`src/rtl/ftm_pkg.sv`:
```
// package with item types, codes and constants of the flow table metering block
package ftm_pkg;

  localparam int unsigned FlowEntriesDef  = 64;
  localparam logic [31:0] IdleTimeoutRst  = 32'd120000;
  localparam logic [15:0] SweepIntervalRst = 16'd1000;
  localparam logic [15:0] EtherIpv4       = 16'h0800;
  localparam logic [7:0]  ProtoTcp        = 8'd6;
  localparam logic [7:0]  ProtoUdp        = 8'd17;
  localparam logic [7:0]  FlagSynAckMask  = 8'h12;
  localparam logic [7:0]  FlagSyn         = 8'h02;
  localparam logic [7:0]  FlagAck         = 8'h10;
  localparam logic [6:0]  MaxReports      = 7'd64;

  typedef enum logic [0:0] {
    CFG_IDLE_TIMEOUT  = 1'b0,
    CFG_SWEEP_INTERVAL = 1'b1
  } cfg_idx_e;

  typedef enum logic [1:0] {
    END_FIN      = 2'd0,
    END_RST      = 2'd1,
    END_TCP_IDLE = 2'd2,
    END_UDP_IDLE = 2'd3
  } end_kind_e;

  typedef enum logic [2:0] {
    S_IDLE,
    S_UPD,
    S_FIN,
    S_SWEEP,
    S_DONE
  } state_e;

  typedef struct packed {
    logic [16:0] cap_len;
    logic [15:0] ether_type;
    logic [3:0]  header_words;
    logic [7:0]  protocol;
    logic [15:0] total_length;
    logic [7:0]  ttl;
    logic [31:0] src_ip;
    logic [31:0] dst_ip;
    logic [15:0] src_port;
    logic [15:0] dst_port;
    logic [7:0]  flag_byte;
    logic [31:0] timestamp_ms;
  } in_item_t;

  typedef struct packed {
    logic [31:0] orig_ip;
    logic [31:0] responder_ip;
    logic [31:0] port_pair;
    logic [1:0]  end_kind;
    logic [31:0] duration_ms;
    logic [63:0] packet_counts;
    logic [31:0] src_bytes;
    logic [31:0] dst_bytes;
    logic [15:0] ttl_pair;
    logic [63:0] handshake_ms;
    logic        last_report;
  } out_item_t;

  // packet as broadcast to the cells
  typedef struct packed {
    logic [63:0] akey;
    logic [32:0] pkey;
    logic [31:0] sip;
    logic [15:0] sp;
    logic [15:0] dp;
    logic [15:0] tlen;
    logic [7:0]  ttl;
    logic [7:0]  flags;
    logic [31:0] now;
    logic        tcp;
  } flow_pkt_t;

  typedef struct packed {
    logic valid;
    logic idle;
    logic reported;
    logic tcp;
  } cell_stat_t;

  function automatic logic [31:0] sat_add32(input logic [31:0] a, input logic [31:0] b);
    logic [32:0] s;
    s = {1'b0, a} + {1'b0, b};
    return s[32] ? 32'hFFFF_FFFF : s[31:0];
  endfunction

endpackage

```
`src/rtl/ftm_cell.sv`:
```
// one flow table entry: key compare, counter update and report fields
module ftm_cell
  import ftm_pkg::*;
(
  input  logic       clk_i,
  input  logic       rst_ni,
  input  flow_pkt_t  pkt_i,
  input  logic [31:0] timeout_i,
  input  logic       upd_i,
  input  logic       any_match_i,
  input  logic       clr_i,
  input  logic       match_prev_i,
  input  logic       free_prev_i,
  output logic       match_next_o,
  output logic       free_next_o,
  output logic       mine_o,
  output logic       fin_o,
  output logic       fin_rst_o,
  output cell_stat_t stat_o,
  output out_item_t  rep_o
);

  logic        valid_q;
  logic [63:0] addr_q, addr_d;
  logic [32:0] ports_q, ports_d;
  logic [31:0] init_ip_q, init_ip_d;
  logic [31:0] init_pp_q, init_pp_d;
  logic [31:0] start_q, start_d, last_q;
  logic [31:0] mk_syn_q, mk_syn_d, mk_sa_q, mk_sa_d;
  logic [3:0]  hf_q, hf_d;
  logic [31:0] pk_i_q, pk_i_d, pk_r_q, pk_r_d;
  logic [31:0] by_i_q, by_i_d, by_r_q, by_r_d;
  logic [7:0]  ttl_i_q, ttl_i_d, ttl_r_q, ttl_r_d;
  logic [31:0] hs1_q, hs1_d, hs2_q, hs2_d;

  logic match, free, alloc, is_init;
  logic [7:0] sa;
  logic [3:0] hf_b;

  assign match        = valid_q && addr_q == pkt_i.akey && ports_q == pkt_i.pkey;
  assign free         = !valid_q;
  assign match_next_o = match_prev_i | match;
  assign free_next_o  = free_prev_i | free;
  assign alloc        = free && !free_prev_i && !any_match_i;
  assign mine_o       = (match && !match_prev_i) || alloc;
  assign hf_b         = alloc ? 4'd0 : hf_q;
  assign fin_o        = mine_o && pkt_i.tcp && (pkt_i.flags[0] || pkt_i.flags[2]) && !hf_b[3];
  assign fin_rst_o    = !pkt_i.flags[0];
  assign sa           = pkt_i.flags & FlagSynAckMask;

  always_comb begin
    addr_d    = alloc ? pkt_i.akey : addr_q;
    ports_d   = alloc ? pkt_i.pkey : ports_q;
    init_ip_d = alloc ? pkt_i.sip : init_ip_q;
    init_pp_d = alloc ? {pkt_i.sp, pkt_i.dp} : init_pp_q;
    start_d   = alloc ? pkt_i.now : start_q;
    mk_syn_d  = alloc ? 32'd0 : mk_syn_q;
    mk_sa_d   = alloc ? 32'd0 : mk_sa_q;
    pk_i_d    = alloc ? 32'd0 : pk_i_q;
    pk_r_d    = alloc ? 32'd0 : pk_r_q;
    by_i_d    = alloc ? 32'd0 : by_i_q;
    by_r_d    = alloc ? 32'd0 : by_r_q;
    ttl_i_d   = alloc ? 8'd0 : ttl_i_q;
    ttl_r_d   = alloc ? 8'd0 : ttl_r_q;
    hs1_d     = alloc ? 32'd0 : hs1_q;
    hs2_d     = alloc ? 32'd0 : hs2_q;
    hf_d      = hf_b;
    is_init   = pkt_i.sip == init_ip_d;
    if (is_init) begin
      pk_i_d = sat_add32(pk_i_d, 32'd1);
      by_i_d = sat_add32(by_i_d, {16'd0, pkt_i.tlen});
      if (ttl_i_d == 8'd0) ttl_i_d = pkt_i.ttl;
    end else begin
      pk_r_d = sat_add32(pk_r_d, 32'd1);
      by_r_d = sat_add32(by_r_d, {16'd0, pkt_i.tlen});
      if (ttl_r_d == 8'd0) ttl_r_d = pkt_i.ttl;
    end
    if (pkt_i.tcp) begin
      if (sa == FlagSyn && !hf_b[0]) begin
        mk_syn_d = pkt_i.now;
        hf_d[0]  = 1'b1;
      end else if (sa == FlagSynAckMask && hf_b[0] && !hf_b[1]) begin
        mk_sa_d = pkt_i.now;
        hf_d[1] = 1'b1;
        hs1_d   = pkt_i.now - mk_syn_d;
        hs2_d   = 32'd0;
      end else if (sa == FlagAck && hf_b[1] && !hf_b[2]) begin
        hf_d[2] = 1'b1;
        hs2_d   = pkt_i.now - mk_sa_d;
      end
      if (fin_o) hf_d[3] = 1'b1;
    end
  end

  always_ff @(posedge clk_i or negedge rst_ni) begin
    if (!rst_ni) begin
      valid_q <= 1'b0;
    end else if (upd_i && alloc) begin
      valid_q <= 1'b1;
    end else if (clr_i) begin
      valid_q <= 1'b0;
    end
  end

  always_ff @(posedge clk_i) begin
    if (upd_i && mine_o) begin
      addr_q    <= addr_d;
      ports_q   <= ports_d;
      init_ip_q <= init_ip_d;
      init_pp_q <= init_pp_d;
      start_q   <= start_d;
      last_q    <= pkt_i.now;
      mk_syn_q  <= mk_syn_d;
      mk_sa_q   <= mk_sa_d;
      hf_q      <= hf_d;
      pk_i_q    <= pk_i_d;
      pk_r_q    <= pk_r_d;
      by_i_q    <= by_i_d;
      by_r_q    <= by_r_d;
      ttl_i_q   <= ttl_i_d;
      ttl_r_q   <= ttl_r_d;
      hs1_q     <= hs1_d;
      hs2_q     <= hs2_d;
    end
  end

  assign stat_o.valid    = valid_q;
  assign stat_o.idle     = (pkt_i.now - last_q) > timeout_i;
  assign stat_o.reported = hf_q[3];
  assign stat_o.tcp      = ports_q[0];

  assign rep_o.orig_ip       = init_ip_q;
  assign rep_o.responder_ip  = (init_ip_q == addr_q[63:32]) ? addr_q[31:0] : addr_q[63:32];
  assign rep_o.port_pair     = init_pp_q;
  assign rep_o.end_kind      = END_FIN;
  assign rep_o.duration_ms   = last_q - start_q;
  assign rep_o.packet_counts = {pk_i_q, pk_r_q};
  assign rep_o.src_bytes     = by_i_q;
  assign rep_o.dst_bytes     = by_r_q;
  assign rep_o.ttl_pair      = {ttl_i_q, ttl_r_q};
  assign rep_o.handshake_ms  = {hs1_q, hs2_q};
  assign rep_o.last_report   = 1'b0;

endmodule

```
`config.mk`:
```
export PLATFORM = sky130hd
export DESIGN_NAME = ftm_cell
export DESIGN_NICKNAME = d
export VERILOG_FILES = /design/src/rtl/ftm_pkg.sv /design/src/rtl/ftm_cell.sv
export SDC_FILE = /design/constraint.sdc
export NUM_CORES = 1
export LEC_CHECK = 0
export BUFFER_PORTS_ARGS = -buffer_cell sky130_fd_sc_hd__clkbuf_2
export CAP_MARGIN = 20
export CORE_MARGIN = 1
export CORE_UTILIZATION = 45
export DETAILED_ROUTE_END_ITERATION = 12
export PLACE_DENSITY = 0.67
export SLEW_MARGIN = 40
export SYNTH_ARGS = -nofsm -noshare
export SYNTH_HDL_FRONTEND = slang
export SYNTH_SLANG_ARGS = --single-unit
```
`constraint.sdc`:
```
create_clock -name clk_i -period 22.6 [get_ports clk_i]
set_clock_uncertainty 0.1 [all_clocks]
set_input_delay 4.52 -clock clk_i [delete_from_list [all_inputs] [get_ports clk_i]]
set_output_delay 4.52 -clock clk_i [all_outputs]
set_load 0.02 [all_outputs]
```
### Yosys cells after proc, flatten, opt, wreduce, memory -nomap -nowiden

Index checks and enable logic that the tools add are counted.

* register bits after elaboration: 502
* output and inout bits: 348

* reduce and logical (&&, ||, !) cells: 30
* equality and inequality tests: 7
* magnitude comparators: 1
* bitwise gates (word level): 2
* add/sub/neg operators: 8
* mux-type cells: 46

Operators with widths (number)
* 2-to-1 mux 32 bit: 30
* subtractor 32 bit: 4
* adder 32 x 1 -> 33 bit, second input constant: 2
* adder 32 x 16 -> 33 bit: 2
* == test 32 bit: 2
* == test 64 bit: 1
* 2-to-1 mux 8 bit: 6
* == test 33 bit: 1
* > comparator 32 bit: 1
* zero test 8 bit: 2
* logical AND 1 bit: 15
* zero test 1 bit: 9
* 2-to-1 mux 4 bit: 2
* 2-to-1 mux 1 bit: 7
* == test 2 bit, second input constant: 2
* == test 2 x 1 -> 1 bit, second input constant: 1
* logical OR 1 bit: 2
* 2-to-1 mux 2 bit: 1
* OR 1 bit: 2
* AND reduction 2 bit: 1
* nonzero test 2 bit: 1

### Longest topological paths before layout

Gate-level depths: netlist of run 1.

* depth in word-level cells: 10
* depth in mapped cells: 25
* mapped depth without buffers: 25

### Worst setup path before layout of run 1

Ideal clock, no wire load.

* kind: input-to-reg
* start: input port pkt_i[222] in the netlist's numbering
* end: register by_i_q[0] (enable)
* slack: 764 ps
* stages: 10
* data arrival time: 20650 ps
* buffers on the path: 0
* required time: 21414 ps
* library setup time: 1086 ps
* cell sequence: inv_1 o21ai_0 a221o_1 a2111oi_0 nand4_1 nor4_1 nand2_1 nor2_1 nor2_1 nor2b_1

* cells in the longest elaborated chain, start to end: 6

RTL lines
* from (decl): line ftm_cell.sv:7 `input flow_pkt_t pkt_i,`
* == test 64 bit: line ftm_cell.sv:40 `assign match = valid_q && addr_q == pkt_i.akey && ports_q == pkt_i.pkey;`
* logical AND 1 bit (2 in a row): line ftm_cell.sv:40
* logical AND 1 bit: line ftm_cell.sv:45 `assign mine_o = (match && !match_prev_i) || alloc;`
* logical OR 1 bit: line ftm_cell.sv:45
* logical AND 1 bit: line ftm_cell.sv:106 `if (upd_i && mine_o) begin`
* to (signal assigned): line ftm_cell.sv:118 `by_i_q <= by_i_d;`
* to (decl): line ftm_cell.sv:32 `logic [31:0] by_i_q, by_i_d, by_r_q, by_r_d;`

Every way passes these cells.
A chain may end at the register's enable or synchronous reset.

==> impl_metrics.env, run 1 <==
export IMPL_synth_distinct_cells=83
export IMPL_hold_viol_final=0
export IMPL_synth_top_cells_by_area="edfxtp_1, ha_1, nand2_1"
export IMPL_max_slew_margin_rel_pct=45.13
export IMPL_routed_via_density=5.527
export IMPL_drive_gt1_share_pct=21.52
export IMPL_die_x_um=265.5
export IMPL_synthSimpleGateAreaFrac_pct=14.90
export IMPL_syn_area_per_cell_um2=10.22
export IMPL_synth_seq_cells=502
export IMPL_synth_xor_area_share_pct=8.745
export IMPL_antenna_left=0
export IMPL_routed_wl_mm=93.45
export IMPL_num_rows=96
export IMPL_required_ps=17980
export IMPL_synth_compound_area_share_pct=14.95
export IMPL_place_gp_congestion=0.9596
export IMPL_root_buffer="clkbuf_16"
export IMPL_ctsHtreeMaxLevel=2
export IMPL_first_global_vias=24166
export IMPL_synth_edf_count=501
export IMPL_ctsHoldBuffers=0
export IMPL_core_area_um2=68710
export IMPL_synthArstFlopShare_pct=0.1992
export IMPL_post_drt_wl_per_cell_um=20.23
export IMPL_die_y_um=265.5
export IMPL_grt_pass1_wl_mm=139.9
export IMPL_power_density_nw_per_um2=67.20
export IMPL_syn_to_final_growth_pct=19.42
export IMPL_synth_ff_type="edfxtp_1"
export IMPL_muxShareOfSynthArea_pct=1.237
export IMPL_yosys_area_share_adder_pct=7.993
export IMPL_drcViolationCount=0
export IMPL_startpoint_type="input port"
export IMPL_die_area_um2=70490
export IMPL_io_pins=613
export IMPL_post_cts_buffers=0
export IMPL_leakagePower_nw=15.70
export IMPL_yosysTopAreaCellShare_pct=48.15
export IMPL_worst_path_max_fanout=4
export IMPL_nFillCells=6245
export IMPL_antenna_found_initial=9
export IMPL_max_cap_viol_count=0
export IMPL_fin_crit_ps=13600
export IMPL_clockBufferDepth=3
export IMPL_grt_use_total_pct=25.72
export IMPL_numPortBuffers=605
export IMPL_ys_seq_area_share_pct=48.23
export IMPL_grt_setup_unrepaired="no"
export IMPL_yosysTopAreaCell="edfxtp_1"
export IMPL_ir_drop_mv=0.05543
export IMPL_drt_iter0_markers=2150
export IMPL_tns_ps=0
export IMPL_setup_viol=0
export IMPL_endpoint_kind="output pin"
export IMPL_dr_pass1_iters=5
export IMPL_grt_max_degree=183
export IMPL_grt_overflow=0
export IMPL_cts_tree="done"
export IMPL_max_freq_mhz=73.50
export IMPL_synth_cells=3056
export IMPL_syn_area_um2=31250
export IMPL_hold_class="flip-flop to flip-flop"
export IMPL_cts_buffers=57
export IMPL_path_clk_slew_ps=60
export IMPL_arrival_ps=8980
export IMPL_dp_hpwl_mm=70.22
export IMPL_outcome="complete, no violations"
export IMPL_finalCritPeriodShare_pct=60.20
export IMPL_crit_type="input port to output pin"
export IMPL_layout_common_cells="clkbuf_2, edfxtp_1, nand2_1, o21ai_0, inv_1"
export IMPL_yosys_warnings=0
export IMPL_layout_nets=4095
export IMPL_final_common_cell="clkbuf_2"
export IMPL_vias=25537
export IMPL_worst_pin_slew_ps=823.0
export IMPL_totalPowerFinal_mw=2.507
export IMPL_layoutNonFillerInstCount=4620
export IMPL_dp_cells=4505
export IMPL_cts_resized=0
export IMPL_clk_latency_ps=610
export IMPL_cts_sinks=502
export IMPL_initial_core_util_pct=45.48
export IMPL_drv_slew=0
export IMPL_synth_top_family_by_area="compound AO/OA/AOI/OAI gates"
-- synthesized netlist by cell type, types with 23 or more instances --
cell type	count
o21a_1	26
ha_1	190
and2_1	46
xor2_1	145
nor3_1	34
mux2_2	29
nor2_1	121
nor4_1	31
a21oi_1	156
nand4_1	51
clkbuf_1	84
o22ai_1	23
nand2b_1	45
nand2_1	392
and3_1	33
nor2b_1	25
edfxtp_1	501
xnor2_1	167
a22o_1	24
a21o_1	77
nand3_1	127
o21ai_1	28
inv_1	203
a31oi_1	28
o21ai_0	216
-- report_power, final --
| part | internal, mW | leakage [nW] | switching (mW) |
|---|---|---|---|
| Combinational | 0.168 | 10.1 | 0.258 |
| Clock | 0.600 | 0.948 | 0.397 |
| Sequential | 1.06 | 4.62 | 0.0213 |
| Total | 1.83 | 15.7 | 0.676 |
-- critical path, cell delays in order --
cell	delay, ps
clkbuf_2	130
inv_1	210
ha_1	220
inv_1	50
fa_1	400
a21oi_1	200
o21a_1	170
o211ai_1	160
nand3_1	140
a41oi_1	170
a31oi_1	390
o21ai_0	240
a21o_1	220
a21oi_1	170
xnor2_1	100
ha_1	190
a21oi_1	120
nor2b_1	50
o21ai_0	150
nand2b_1	70
a21oi_1	140
nor2b_1	50
o21ai_0	140
nand2b_1	70
a21oi_1	190
a22oi_1	120
clkbuf_2	180
-- state kept, by name, indices dropped and copies added, names as in the netlist --
name / cells
start_q: 32
mk_sa_q: 32
by_r_q: 32
init_ip_q: 32
pk_r_q: 32
pk_i_q: 32
hf_q: 4
ttl_r_q: 8
by_i_q: 32
last_q: 32
init_pp_q: 32
addr_q: 64
ttl_i_q: 8
valid_q: 1
hs2_q: 32
ports_q: 33
hs1_q: 32
mk_syn_q: 32
-- stage by stage --
stage	utilization (%)	setup WS [ps]	hold WS (ps)	instance area, µm²
final	54.31	8995	465.4	37310
after global routing	54.30	8447	511.5	37310
after CTS	54.22	8993	471.9	37250
after detailed placement	51.35	9002	451.0	35280
after global placement	51.25	9007	447.9	35220
after floorplan	-	764.4	425.9	31250
-- cell families after synthesis --
group / after synthesis
and+or+nand+nor: 960
AOI/OAI and AO/OA: 737
DFF: 502
buffers and inverters: 313
xor gates and xnor gates: 312
adders and majority gates: 196
muxes: 35
other: 1
-- layer usage --
metal | up-vias | global-route usage, % | wire, µm
met5 | - | 0 | 45
met4 | 6 | 8.561 | 3005
met3 | 175 | 8.193 | 9083
met2 | 888 | 38.55 | 40360
met1 | 12149 | 35.07 | 40960
li1 | 12319 | - | -
-- cell type report --
| class | count | area [µm²] | area share [%] |
|---|---|---|---|
| sequential | 502 | 15070 | 40.39 |
| multi-input combinational | 2243 | 15060 | 40.36 |
| timing repair buffer | 625 | 3258 | 8.732 |
| clock buffer | 69 | 1471 | 3.943 |
| tap | 931 | 1165 | 3.122 |
| inverter | 205 | 769.5 | 2.062 |
| clock inverter | 37 | 499.2 | 1.338 |
| antenna | 8 | 20.02 | 0.05365 |
-- final timing paths --
path | endpoint | from | cells past startpoint | slack [ps]
worst max-delay path | stat_o[2] | pkt_i[1] | 27 | 9000
worst min-delay path | hs2_q[29] | hs2_q[29] | 2 | 470
worst max register to register | hs2_q[28] | valid_q | 17 | 16910
worst min register to register | hs2_q[29] | hs2_q[29] | 2 | 470
max in group asynchronous | valid_q | rst_ni | 1 | 18730
min in group asynchronous | valid_q | rst_ni | 1 | 3580
No activity file was read; power rests on OpenSTA's default activity.
==> run 2: changes to the inputs <==
--- a/config.mk
+++ b/config.mk
@@ -5,12 +5,13 @@
 export SDC_FILE = /design/constraint.sdc
 export NUM_CORES = 1
 export LEC_CHECK = 0
+export ABC_AREA = 1
 export BUFFER_PORTS_ARGS = -buffer_cell sky130_fd_sc_hd__clkbuf_2
 export CAP_MARGIN = 20
 export CORE_MARGIN = 1
 export CORE_UTILIZATION = 45
 export DETAILED_ROUTE_END_ITERATION = 12
-export PLACE_DENSITY = 0.67
+export PLACE_DENSITY = 0.66
 export SLEW_MARGIN = 40
 export SYNTH_ARGS = -nofsm -noshare
 export SYNTH_HDL_FRONTEND = slang
==> constraint.sdc (replaced) <==
create_clock -name clk_i -period 12.75 [get_ports clk_i]
set_clock_uncertainty 0.1 [all_clocks]
set_input_delay 2.55 -clock clk_i [delete_from_list [all_inputs] [get_ports clk_i]]
set_output_delay 2.55 -clock clk_i [all_outputs]
set_load 0.02 [all_outputs]
==> run 2 against run 1 <==
Via count up 41%. Critical path depth shrank 4. Setup slack worse by 5000 ps. Wire length up 33%. Synthesized cell count is 68% higher. Critical endpoint unchanged. Highest routed layer unchanged.
==> impl_metrics.env, run 2 <==
export IMPL_outcome="complete, no violations"
export IMPL_root_buffer="clkbuf_16"
export IMPL_synth_top_cells_by_area="edfxtp_1, nand2_1, inv_1"
export IMPL_cp_slowest_stage_delay_ps=400
export IMPL_fin_crit_ps=8787
export IMPL_largest_reg_flops=64
export IMPL_leakagePower_nw=20.63
export IMPL_arrival_ps=6140
export IMPL_max_cap_viol_count=0
export IMPL_r2r_cells=19
export IMPL_routed_wl_mm=123.9
export IMPL_dp_hpwl_mm=96.58
export IMPL_max_slew_margin_rel_pct=45.91
export IMPL_nFillCells=8047
export IMPL_place_ws_ps=3939
export IMPL_yosys_area_share_adder_pct=6.702
export IMPL_drive_gt1_share_pct=13.28
export IMPL_synth_top_family_by_area="simple AND/OR/NAND/NOR gates"
export IMPL_cp_slowest_cell="fa_1"
export IMPL_ff_latch_area_um2=15070
export IMPL_die_area_um2=83960
export IMPL_max_freq_mhz=113.8
export IMPL_yosysTopAreaCell="edfxtp_1"
export IMPL_die_x_um=289.8
export IMPL_syn_to_final_growth_pct=16.11
export IMPL_synth_most_common_cell="nand2_1"
export IMPL_synthSimpleGateAreaFrac_pct=30.95
export IMPL_regMostFlops="addr_q"
export IMPL_tns_ps=0
export IMPL_synth_ff_type="edfxtp_1"
export IMPL_cts_resized=0
export IMPL_layout_nets=6161
export IMPL_place_gp_congestion=0.9539
export IMPL_startpoint_type="input port"
export IMPL_drt_iter0_markers=2570
export IMPL_path_clk_slew_ps=60
export IMPL_r2r_end="by_r_q[10]"
export IMPL_ctsHtreeMaxLevel=2
export IMPL_setup_worst_path_start="pkt_i[1]"
export IMPL_synth_xor_area_share_pct=3.761
export IMPL_routed_via_density=5.262
export IMPL_synth_compound_area_share_pct=9.570
export IMPL_required_ps=10100
export IMPL_synth_common_cells="nand2_1, inv_1, nor2_1"
export IMPL_grt_setup_unrepaired="no"
export IMPL_muxShareOfSynthArea_pct=0
export IMPL_power_density_nw_per_um2=104.9
export IMPL_yosys_warnings=0
export IMPL_hold_viol_final=0
export IMPL_core_area_um2=81980
export IMPL_numPortBuffers=605
export IMPL_synth_edf_count=501
export IMPL_grt_overflow=0
export IMPL_num_rows=105
export IMPL_die_y_um=289.8
export IMPL_clockBufferDepth=3
export IMPL_drv_slew=0
export IMPL_ctsHoldBuffers=0
export IMPL_worst_path_max_fanout=4
export IMPL_first_global_vias=32552
export IMPL_antenna_left=0
export IMPL_endpoint_kind="output pin"
export IMPL_drcViolationCount=0
export IMPL_place_area_um2=41220
export IMPL_multiInputGateArea_um2=19060
export IMPL_grt_max_degree=166
export IMPL_top_regs="addr_q x64, ports_q x33"
export IMPL_grt_use_total_pct=28.39
export IMPL_worst_pin_slew_ps=811.3
export IMPL_clk_latency_ps=660
export IMPL_totalPowerFinal_mw=4.539
export IMPL_layout_common_cells="nand2_1, inv_1, clkbuf_2, nor2_1, edfxtp_1"
export IMPL_synth_cells=5138
export IMPL_finalCritPeriodShare_pct=68.92
export IMPL_synth_seq_cells=502
export IMPL_io_pins=613
export IMPL_syn_area_per_cell_um2=7.252
export IMPL_syn_area_um2=37260
export IMPL_synthArstFlopShare_pct=0.1992
export IMPL_post_cts_buffers=0
export IMPL_cts_buffers=58
export IMPL_grt_pass1_wl_mm=184.2
export IMPL_vias=35927
export IMPL_setup_worst_path_end="stat_o[2]"
export IMPL_timing_final_ws_setup_ps=3963
export IMPL_reg2reg_from="valid_q"
export IMPL_ir_drop_mv=0.1190
export IMPL_dr_pass1_iters=6
export IMPL_crit_type="input port to output pin"
export IMPL_yosysTopAreaCellShare_pct=40.38
export IMPL_ys_seq_area_share_pct=40.44
export IMPL_post_drt_wl_per_cell_um=18.15
export IMPL_initial_core_util_pct=45.45
export IMPL_setup_viol=0
export IMPL_final_common_cell="nand2_1"
export IMPL_crit_chain="clkbuf_2 > inv_1 > ha_1 > inv_1 > fa_1 > nand3_1 > nand2_1 > a21oi_1 > inv_1 > nand2_1 > nand2_1 > a21o_1 > xor2_1 > ha_1 > nand2_1 > inv_1 > nand3_1 > nor3_1 > inv_1 > o21ai_0 > nand2_1 > a22oi_1 > clkbuf_2"
export IMPL_final_area_um2=43260
export IMPL_antenna_found_initial=14
export IMPL_synth_distinct_cells=47
export IMPL_r2r_setup_slack_ps=7410
export IMPL_cts_sinks=502
export IMPL_cts_tree="done"
export IMPL_hold_class="flip-flop to flip-flop"
==> run 2: per-layer routing <==
layer | up-vias | GRT usage, % | routed length, µm
met4 | 2 | 7.304 | 3129
met5 | - | 0 | 13
met3 | 177 | 4.686 | 8450
met2 | 1178 | 47.58 | 58050
met1 | 16572 | 37.95 | 54250
li1 | 17998 | - | -
==> run 2: logic make-up after synthesis <==
| group | Yosys count |
|---|---|
| xor+xnor | 160 |
| other cells | 1 |
| compound gates | 678 |
| simple gates | 2803 |
| fa+ha+maj | 196 |
| buf+inv | 798 |
| flops | 502 |
==> run 2: worst min path at each step <==
stage | startpoint | end | slack [ps] | depth (start not counted)
2_1_floorplan | hf_q[3] | hf_q[3] | 440 | 2
3_3_place_gp | hs1_q[18] | hs1_q[18] | 470 | 2
3_5_place_dp | hs1_q[28] | hs1_q[28] | 470 | 2
4_1_cts | hs1_q[18] | hs1_q[18] | 490 | 2
5_1_grt | hf_q[3] | hf_q[3] | 530 | 2
6_report | hs1_q[18] | hs1_q[18] | 490 | 2
==> run 2: layout make-up <==
type	instances	area share, %
Timing Repair Buffer	631	7.731
Clock inverter	41	1.015
Antenna cell	12	0.06941
Inverter	667	5.787
Multi-Input combinational cell	3840	44.06
Clock buffer	64	3.407
Sequential cell	502	34.83
Tap cell	1070	3.095
==> run 2: metrics by stage <==
stage,hold WS [ps],cells,utilization (%)
floorplan,439.9,5140,-
global placement,467.2,6705,50.25
detailed placement,474.6,6706,50.29
CTS,490.1,6811,52.62
global route,525.3,6827,52.77
finish,488.5,6827,52.77
==> run 2: critical path, delay by kind of cell <==
family	cells	cell delay (ps)
adders and majority gates	3	880
AOI/OAI and AO/OA	4	980
and+or+nand+nor	8	780
buffers and inverters	7	780
xor gates and xnor gates	1	170
==> run 2: power breakdown <==
part           internal [mW]  switching [mW]
sequential              1.88          0.0328
combinational          0.307           0.609
clock                  0.960           0.745
total                   3.15            1.39
